### config.mk
export PLATFORM = sky130hd
export DESIGN_NAME = mandelbrot_escape_time_core
export DESIGN_NICKNAME = d
export VERILOG_FILES = /design/src/design/met_pkg.sv /design/src/design/met_mul.sv /design/src/design/met_cfg.sv /design/src/design/met_seq.sv /design/src/design/mandelbrot_escape_time_core.sv
export SDC_FILE = /design/constraint.sdc
export NUM_CORES = 2
export LEC_CHECK = 0
export ABC_AREA = 1
export BUFFER_PORTS_ARGS = -buffer_cell sky130_fd_sc_hd__buf_2
export CAP_MARGIN = 20
export CORE_ASPECT_RATIO = 0.9
export CORE_UTILIZATION = 30
export DETAILED_ROUTE_END_ITERATION = 10
export PLACE_DENSITY_LB_ADDON = 0.2
export SLEW_MARGIN = 20
export SYNTH_ARGS = -nofsm -noshare
export SYNTH_HDL_FRONTEND = slang
export SYNTH_HIERARCHICAL = 1
export SYNTH_SLANG_ARGS = --single-unit
### constraint.sdc
create_clock -name clk -period 10.4 [get_ports clk]
set_clock_uncertainty 0.05 [all_clocks]
set_input_delay 0.52 -clock clk [delete_from_list [all_inputs] [get_ports clk]]
set_output_delay 0.52 -clock clk [all_outputs]
set_load 0.01 [all_outputs]
### src/design/met_pkg.sv
`timescale 1ns / 1ps

package met_pkg;

	// Q4.28 coordinates
	localparam int FRAC_W   = 28;
	localparam int COORD_W  = 32;
	localparam int STEP_W   = 31;
	localparam int LIMIT_W  = 12;
	localparam int LINE_W   = 11;
	localparam int PIX_W    = 10;
	localparam int COUNT_W  = 8;

	// Shared multiplier operand and product widths
	localparam int MUL_W    = 31;
	localparam int PROD_W   = 2 * MUL_W;

	// z and c: 41-bit offset plus 32-bit origin plus square terms
	localparam int Z_W      = 45;
	// Scaled squares and cross product stay below 4.0 (2^30)
	localparam int SQ_W     = FRAC_W + 2;

	localparam int CFG_IDX_W = 3;
	localparam int CFG_DAT_W = 32;

	localparam logic [CFG_IDX_W-1:0] REG_RE_MIN     = 3'd0;
	localparam logic [CFG_IDX_W-1:0] REG_IM_MAX     = 3'd1;
	localparam logic [CFG_IDX_W-1:0] REG_RE_STEP    = 3'd2;
	localparam logic [CFG_IDX_W-1:0] REG_IM_STEP    = 3'd3;
	localparam logic [CFG_IDX_W-1:0] REG_ITER_LIMIT = 3'd4;
	localparam logic [CFG_IDX_W-1:0] REG_LINE_WIDTH = 3'd5;

	localparam logic signed [COORD_W-1:0] RST_RE_MIN     = 32'shE000_0000;
	localparam logic signed [COORD_W-1:0] RST_IM_MAX     = 32'sh1800_0000;
	localparam logic [STEP_W-1:0]         RST_RE_STEP    = 31'h000C_0000;
	localparam logic [STEP_W-1:0]         RST_IM_STEP    = 31'h000C_0000;
	localparam logic [LIMIT_W-1:0]        RST_ITER_LIMIT = 12'd255;
	localparam logic [LINE_W-1:0]         RST_LINE_WIDTH = 11'd1024;

	// Escape bound 4.0 on the sum of squares
	localparam logic [SQ_W:0] FOUR = (SQ_W+1)'(1) << (FRAC_W + 2);

	typedef struct packed {
		logic signed [COORD_W-1:0] re_min;
		logic signed [COORD_W-1:0] im_max;
		logic [STEP_W-1:0]         re_step;
		logic [STEP_W-1:0]         im_step;
		logic [LIMIT_W-1:0]        iteration_limit;
		logic [LINE_W-1:0]         line_width;
	} cfg_t;

endpackage

### src/design/met_mul.sv
`timescale 1ns / 1ps

module met_mul
	import met_pkg::*;
(
	input  logic              clk,
	input  logic [MUL_W-1:0]  a,
	input  logic [MUL_W-1:0]  b,
	output logic [PROD_W-1:0] prod_q
);

	always_ff @(posedge clk) begin
		prod_q <= PROD_W'(a) * PROD_W'(b);
	end

endmodule

### src/design/met_cfg.sv
`timescale 1ns / 1ps

module met_cfg
	import met_pkg::*;
(
	input  logic                 clk,
	input  logic                 arst_n,
	input  logic                 wr_en,
	input  logic [CFG_IDX_W-1:0] wr_index,
	input  logic [CFG_DAT_W-1:0] wr_data,
	output cfg_t                 cfg_q
);

	always_ff @(posedge clk or negedge arst_n) begin
		if (!arst_n) begin
			cfg_q.re_min          <= RST_RE_MIN;
			cfg_q.im_max          <= RST_IM_MAX;
			cfg_q.re_step         <= RST_RE_STEP;
			cfg_q.im_step         <= RST_IM_STEP;
			cfg_q.iteration_limit <= RST_ITER_LIMIT;
			cfg_q.line_width      <= RST_LINE_WIDTH;
		end else if (wr_en) begin
			unique case (wr_index)
				REG_RE_MIN:     cfg_q.re_min          <= signed'(wr_data);
				REG_IM_MAX:     cfg_q.im_max          <= signed'(wr_data);
				REG_RE_STEP:    cfg_q.re_step         <= wr_data[STEP_W-1:0];
				REG_IM_STEP:    cfg_q.im_step         <= wr_data[STEP_W-1:0];
				REG_ITER_LIMIT: cfg_q.iteration_limit <= wr_data[LIMIT_W-1:0];
				REG_LINE_WIDTH: cfg_q.line_width      <= wr_data[LINE_W-1:0];
				default: ;  // drop writes to unmapped indexes
			endcase
		end
	end

endmodule

### src/design/met_seq.sv
`timescale 1ns / 1ps

module met_seq
	import met_pkg::*;
(
	input  logic               clk,
	input  logic               arst_n,
	input  cfg_t               cfg,
	input  logic               in_valid,
	output logic               in_ready,
	input  logic [PIX_W-1:0]   column,
	input  logic [PIX_W-1:0]   row,
	output logic               out_valid,
	input  logic               out_ready,
	output logic [COUNT_W-1:0] count,
	output logic               row_end,
	output logic [MUL_W-1:0]   mul_a,
	output logic [MUL_W-1:0]   mul_b,
	input  logic [PROD_W-1:0]  prod
);

	typedef enum logic [2:0] {
		ST_IDLE,
		ST_CR,
		ST_CI,
		ST_CI_LOAD,
		ST_CHECK,
		ST_SQ_I,
		ST_CROSS,
		ST_UPDATE
	} state_t;

	// Finished pixel waiting for the output register
	typedef enum logic {
		RES_NONE,
		RES_PEND
	} res_t;

	state_t                    state_q;
	res_t                      res_q;
	logic                      out_valid_q;
	logic [COUNT_W-1:0]        count_q;
	logic                      row_end_q;
	logic                      flag_q;
	logic [LIMIT_W-1:0]        n_q;

	logic [PIX_W-1:0]          col_q;
	logic [PIX_W-1:0]          row_q;
	logic signed [Z_W-1:0]     cr_q;
	logic signed [Z_W-1:0]     ci_q;
	logic signed [Z_W-1:0]     zr_q;
	logic signed [Z_W-1:0]     zi_q;
	logic [FRAC_W:0]           ar_q;
	logic [FRAC_W:0]           ai_q;
	logic [SQ_W-1:0]           sr_q;
	logic [SQ_W-1:0]           si_q;

	logic [Z_W-1:0]            ar_c;
	logic [Z_W-1:0]            ai_c;
	logic                      too_big;
	logic [SQ_W-1:0]           prod_sc;
	logic signed [Z_W-1:0]     offset;
	logic signed [Z_W-1:0]     cross2;
	logic                      accept;
	logic                      slot_free;

	assign accept    = in_valid && (state_q == ST_IDLE) && (res_q == RES_NONE);
	assign in_ready  = (state_q == ST_IDLE) && (res_q == RES_NONE);
	assign slot_free = !out_valid_q || out_ready;
	assign out_valid = out_valid_q;
	assign count     = count_q;
	assign row_end   = row_end_q;

	// Escape on either coordinate reaching 2.0
	assign ar_c    = zr_q[Z_W-1] ? Z_W'(-zr_q) : Z_W'(zr_q);
	assign ai_c    = zi_q[Z_W-1] ? Z_W'(-zi_q) : Z_W'(zi_q);
	assign too_big = (|ar_c[Z_W-1:FRAC_W+1]) || (|ai_c[Z_W-1:FRAC_W+1]);

	assign prod_sc = prod[FRAC_W +: SQ_W];
	assign offset  = signed'({1'b0, prod[Z_W-2:0]});
	assign cross2  = signed'(Z_W'({prod_sc, 1'b0}));

	always_comb begin
		unique case (state_q)
			ST_CR: begin
				mul_a = MUL_W'(col_q);
				mul_b = cfg.re_step;
			end
			ST_CI: begin
				mul_a = MUL_W'(row_q);
				mul_b = cfg.im_step;
			end
			ST_CHECK: begin
				mul_a = MUL_W'(ar_c[FRAC_W:0]);
				mul_b = MUL_W'(ar_c[FRAC_W:0]);
			end
			ST_SQ_I: begin
				mul_a = MUL_W'(ai_q);
				mul_b = MUL_W'(ai_q);
			end
			ST_CROSS: begin
				mul_a = MUL_W'(ar_q);
				mul_b = MUL_W'(ai_q);
			end
			default: begin
				mul_a = '0;
				mul_b = '0;
			end
		endcase
	end

	// Sequencer, iteration count and result register
	always_ff @(posedge clk or negedge arst_n) begin
		if (!arst_n) begin
			state_q     <= ST_IDLE;
			res_q       <= RES_NONE;
			out_valid_q <= 1'b0;
			count_q     <= '0;
			row_end_q   <= 1'b0;
			flag_q      <= 1'b0;
			n_q         <= '0;
		end else begin
			// Hand the finished pixel to the output register once it is free
			if (res_q == RES_PEND && slot_free) begin
				out_valid_q <= 1'b1;
				count_q     <= n_q[COUNT_W-1:0];
				row_end_q   <= flag_q;
				res_q       <= RES_NONE;
			end else if (out_valid_q && out_ready) begin
				out_valid_q <= 1'b0;
			end
			unique case (state_q)
				ST_IDLE: begin
					if (accept) begin
						n_q     <= '0;
						flag_q  <= (cfg.line_width != '0) &&
							((LINE_W'(column) + LINE_W'(1)) == cfg.line_width);
						state_q <= ST_CR;
					end
				end
				ST_CR:      state_q <= ST_CI;
				ST_CI:      state_q <= ST_CI_LOAD;
				ST_CI_LOAD: state_q <= ST_CHECK;
				ST_CHECK: begin
					if (n_q >= cfg.iteration_limit || too_big) begin
						res_q   <= RES_PEND;
						state_q <= ST_IDLE;
					end else begin
						state_q <= ST_SQ_I;
					end
				end
				ST_SQ_I:    state_q <= ST_CROSS;
				ST_CROSS: begin
					if (({1'b0, prod_sc} + {1'b0, sr_q}) >= FOUR) begin
						res_q   <= RES_PEND;
						state_q <= ST_IDLE;
					end else begin
						state_q <= ST_UPDATE;
					end
				end
				ST_UPDATE: begin
					n_q     <= n_q + LIMIT_W'(1);
					state_q <= ST_CHECK;
				end
			endcase
		end
	end

	// Point and orbit datapath
	always_ff @(posedge clk) begin
		unique case (state_q)
			ST_IDLE: begin
				if (accept) begin
					col_q <= column;
					row_q <= row;
					zr_q  <= '0;
					zi_q  <= '0;
				end
			end
			ST_CI: begin
				cr_q <= Z_W'(cfg.re_min) + offset;
			end
			ST_CI_LOAD: begin
				ci_q <= Z_W'(cfg.im_max) - offset;
			end
			ST_CHECK: begin
				ar_q <= ar_c[FRAC_W:0];
				ai_q <= ai_c[FRAC_W:0];
			end
			ST_SQ_I: begin
				sr_q <= prod_sc;
			end
			ST_CROSS: begin
				si_q <= prod_sc;
			end
			ST_UPDATE: begin
				zr_q <= signed'(Z_W'(sr_q)) - signed'(Z_W'(si_q)) + cr_q;
				zi_q <= ((zr_q[Z_W-1] ^ zi_q[Z_W-1]) ? -cross2 : cross2) + ci_q;
			end
			default: ;
		endcase
	end

endmodule

### src/design/mandelbrot_escape_time_core.sv
`timescale 1ns / 1ps

// Mandelbrot escape-time engine: one (column, row) transaction in, one
// (count, row_end) transaction out. The point c = re_min + column*re_step
// + i*(im_max - row*im_step) is formed in Q17.28, then z = z*z + c runs from
// z = 0 until |z|^2 reaches 4.0 or iteration_limit steps are done (default
// limit 255); count is the step count modulo 256. All products go through one
// registered 31x31 multiplier: forming c takes two products, every iteration
// takes three products plus the update, and the exit is taken either at the
// start of an iteration or after its squares. in_ready is low from the time a
// pixel is taken until its result moves on, longer while the previous result
// still holds the output register; the result sits in an output register, so
// the next pixel is taken while the previous result still waits.
// Configuration writes are accepted every cycle and must only happen while
// the engine is idle.
module mandelbrot_escape_time_core
	import met_pkg::*;
(
	input  logic                 clk,
	input  logic                 arst_n,
	input  logic                 cfg_valid,
	output logic                 cfg_ready,
	input  logic [CFG_IDX_W-1:0] cfg_index,
	input  logic [CFG_DAT_W-1:0] cfg_data,
	input  logic                 in_valid,
	output logic                 in_ready,
	input  logic [PIX_W-1:0]     column,
	input  logic [PIX_W-1:0]     row,
	output logic                 out_valid,
	input  logic                 out_ready,
	output logic [COUNT_W-1:0]   count,
	output logic                 row_end
);

	cfg_t              cfg;
	logic [MUL_W-1:0]  mul_a;
	logic [MUL_W-1:0]  mul_b;
	logic [PROD_W-1:0] prod;

	assign cfg_ready = 1'b1;

	met_cfg u_cfg (
		.clk      (clk),
		.arst_n   (arst_n),
		.wr_en    (cfg_valid),
		.wr_index (cfg_index),
		.wr_data  (cfg_data),
		.cfg_q    (cfg)
	);

	met_mul u_mul (
		.clk    (clk),
		.a      (mul_a),
		.b      (mul_b),
		.prod_q (prod)
	);

	met_seq u_seq (
		.clk       (clk),
		.arst_n    (arst_n),
		.cfg       (cfg),
		.in_valid  (in_valid),
		.in_ready  (in_ready),
		.column    (column),
		.row       (row),
		.out_valid (out_valid),
		.out_ready (out_ready),
		.count     (count),
		.row_end   (row_end),
		.mul_a     (mul_a),
		.mul_b     (mul_b),
		.prod      (prod)
	);

endmodule

==> PnR_summary.wiki <==
{| class="wikitable"
! Metric !! Value
|-
| Starting density of the core || 0.302
|-
| Worst-path clk slew || 0.06 ns
|-
| Final Critical Period || 9.66 ns
|-
| Maximum operating frequency || 104 MHz
|-
| Final setup vio count || 0
|-
| First-pass GRT wire length || 397,000 µm
|-
| Count of H-tree levels built during CTS || 3
|-
| Post-route DRC || 0
|-
| Cell chosen for the clock root || clkbuf_16
|-
| Result of the run || finished clean
|-
| Count of maximum capacitance violations || 0
|-
| Worst Setup Start Kind || flop
|-
| Number of global-route vias before repair || 59,500
|-
| Kind of critical path || reg -> reg
|-
| Part of the cycle the worst path needs || 0.929
|-
| Full die area || 236,000 µm²
|-
| Clock buffer count from CTS || 70
|-
| Sum of negative setup slack || 0 ns
|-
| Critical path capture point type || flop
|-
| Placeable core region || 233,000 µm²
|-
| Number of warnings issued by yosys || 6
|-
| Clock tree from TritonCTS || built
|-
| Overall die width || 512 µm
|-
| Maximum number of pins on one net before global-route repair || 77
|-
| Drt wl/cell || 21.6 µm
|-
| Worst min-delay path class || in -> reg
|-
| Clock latency on the worst-skew pair || 0.68 ns
|-
| Highest net fanout along the worst path || 16
|-
| Data required, critical path || 10.91 ns
|-
| Share of layout cells above drive strength 1 || 0.0548
|-
| Total gr overflow || 0
|-
| Max Transition Viols Final || 0
|-
| Arrival time worst endpoint || 10.17 ns
|-
| Number of design-rule violations left by the first detailed-router iteration || 5,186
|-
| Initial antenna violation count || 18
|-
| Worst stage delay on the critical path || 0.71 ns
|-
| Via count || 59,800
|-
| Iteration count of the initial detailed-routing pass || 6
|-
| Total inserted antenna cells || 0
|-
| Number of primary I/O pins || 72
|-
| Setup repair after global routing missed its margin || false
|-
| Mean number of vias per cell || 4.83
|-
| Cell at the slowest stage of the critical path || nand3_1
|-
| Tightest Pin Transition || 1.30 ns
|-
| Post-CTS setup-driven buffer insertion count || 0
|-
| Antenna Nets Post-Route || 0
|-
| Final net count || 10,700
|-
| GR Util All Layers || 0.227
|-
| Std-Cell Rows || 168
|-
| Max Root-Sink Buffers || 3
|-
| Total detailed-routing wirelength || 267,000 µm
|-
| Gp weighted congestion || 0.971
|-
| Height of the chip || 461 µm
|-
| Count of port buffers added during placement || 70
|-
| Average cell area after synthesis || 7.59 µm²
|-
| HPWL reported at the end of detailed placement || 223,000 µm
|-
| Synthesized netlist cell count || 9,258
|-
| Clock Sinks || 552
|-
| Count of final hold-check violations || 0
|-
| Post-synthesis cell area || 70,300 µm²
|-
| Max_slew headroom || 0.126
|-
| Area overhead of the layout relative to synthesis || 9.33%
|}
## repair_timing
| action | CTS | global route |
|---|---|---|
| endpoints found under the hold margin | 60 | 0 |
| hold buffers | 13 | 0 |
| gates resized for setup | 0 | 0 |
## worst max-delay path, delay by kind of cell (launching register included)
family	cells	cell delay, ns
AO/OA/AOI/OAI	1	0.31
adder cells (fa/ha/maj)	9	4.66
buffers and inverters	9	1.39
flip-flops	1	0.44
AND/OR/NAND/NOR	13	2.64
## cell type report
class / instances / area (µm²)
Timing Repair Buffer: 213 / 1540
Clock inverter: 39 / 290
Clock buffer: 89 / 1960
Tap cell: 3060 / 3830
Inverter: 2227 / 8360
Fill cell: 25100 / 156000
Sequential cell: 552 / 15100
Multi-Input combinational cell: 6205 / 45700
## flip-flops by register name, indices dropped and copies added, names as in the netlist
name,count
u_cfg/cfg_q,149
u_mul/prod_q,58
u_seq/ai_q,29
u_seq/ar_q,29
u_seq/ci_q,45
u_seq/col_q,10
u_seq/count,8
u_seq/cr_q,45
u_seq/flag_q,1
u_seq/n_q,12
u_seq/out_valid,1
u_seq/res_q,1
u_seq/row_end,1
u_seq/row_q,10
u_seq/si_q,30
u_seq/sr_q,30
u_seq/state_q,3
u_seq/zi_q,45
u_seq/zr_q,45
## layer usage
metal,track usage,part of all wire,vias up
met1,0.342,0.49,29700
met4,0.0484,0.021,2
met3,0.0320,0.064,236
met5,0,0.000049,-
li1,-,-,28100
met2,0.340,0.43,1900
## per-stage QoR
step / setup WS [ns] / area (µm²) / util / hold WS [ns] / std cells
floorplan: 1.20 / 70300 / - / 0.174 / 9259
global placement: 0.807 / 74400 / 0.320 / 0.396 / 12200
detailed placement: 0.841 / 74400 / 0.320 / 0.385 / 12200
CTS: 0.829 / 76800 / 0.330 / 0.000804 / 12400
global route: 0.333 / 76800 / 0.330 / 0.0294 / 12400
finish: 0.741 / 76800 / 0.330 / 0.0497 / 12400
## layout by cell type (no fill, tap or decap), types with 22 or more instances in the layout
cell	instances
nor3_1	42
nand3_1	333
dfxtp_1	58
nor2_1	514
a31oi_1	75
fa_1	841
o21ai_0	261
o21ai_1	22
dfrtp_1	158
nand4_1	59
nor2_2	43
inv_2	29
ha_1	490
edfxtp_1	318
inv_1	2192
a22oi_1	22
nand2_2	36
o21a_1	38
a21oi_1	412
xor2_1	167
nand2_1	2547
xnor2_1	85
clkbuf_16	74
buf_2	69
buf_4	124
## final timing paths
kind,startpoint,slack (ns),cells past startpoint,end
max,u_seq/state_q[2],0.74,32,u_mul/prod_q[45]
min,column[3],0.05,1,u_seq/col_q[3]
max reg2reg,u_seq/state_q[2],0.74,32,u_mul/prod_q[45]
min reg2reg,u_seq/zi_q[0],0.40,0,u_seq/ai_q[0]
max in group asynchronous,arst_n,8.49,3,u_cfg/cfg_q[132]
min in group asynchronous,arst_n,0.39,2,u_seq/count[4]
Power is not shown: default switching activity piles up to over one toggle a cycle in this logic, so the estimate is an artifact.
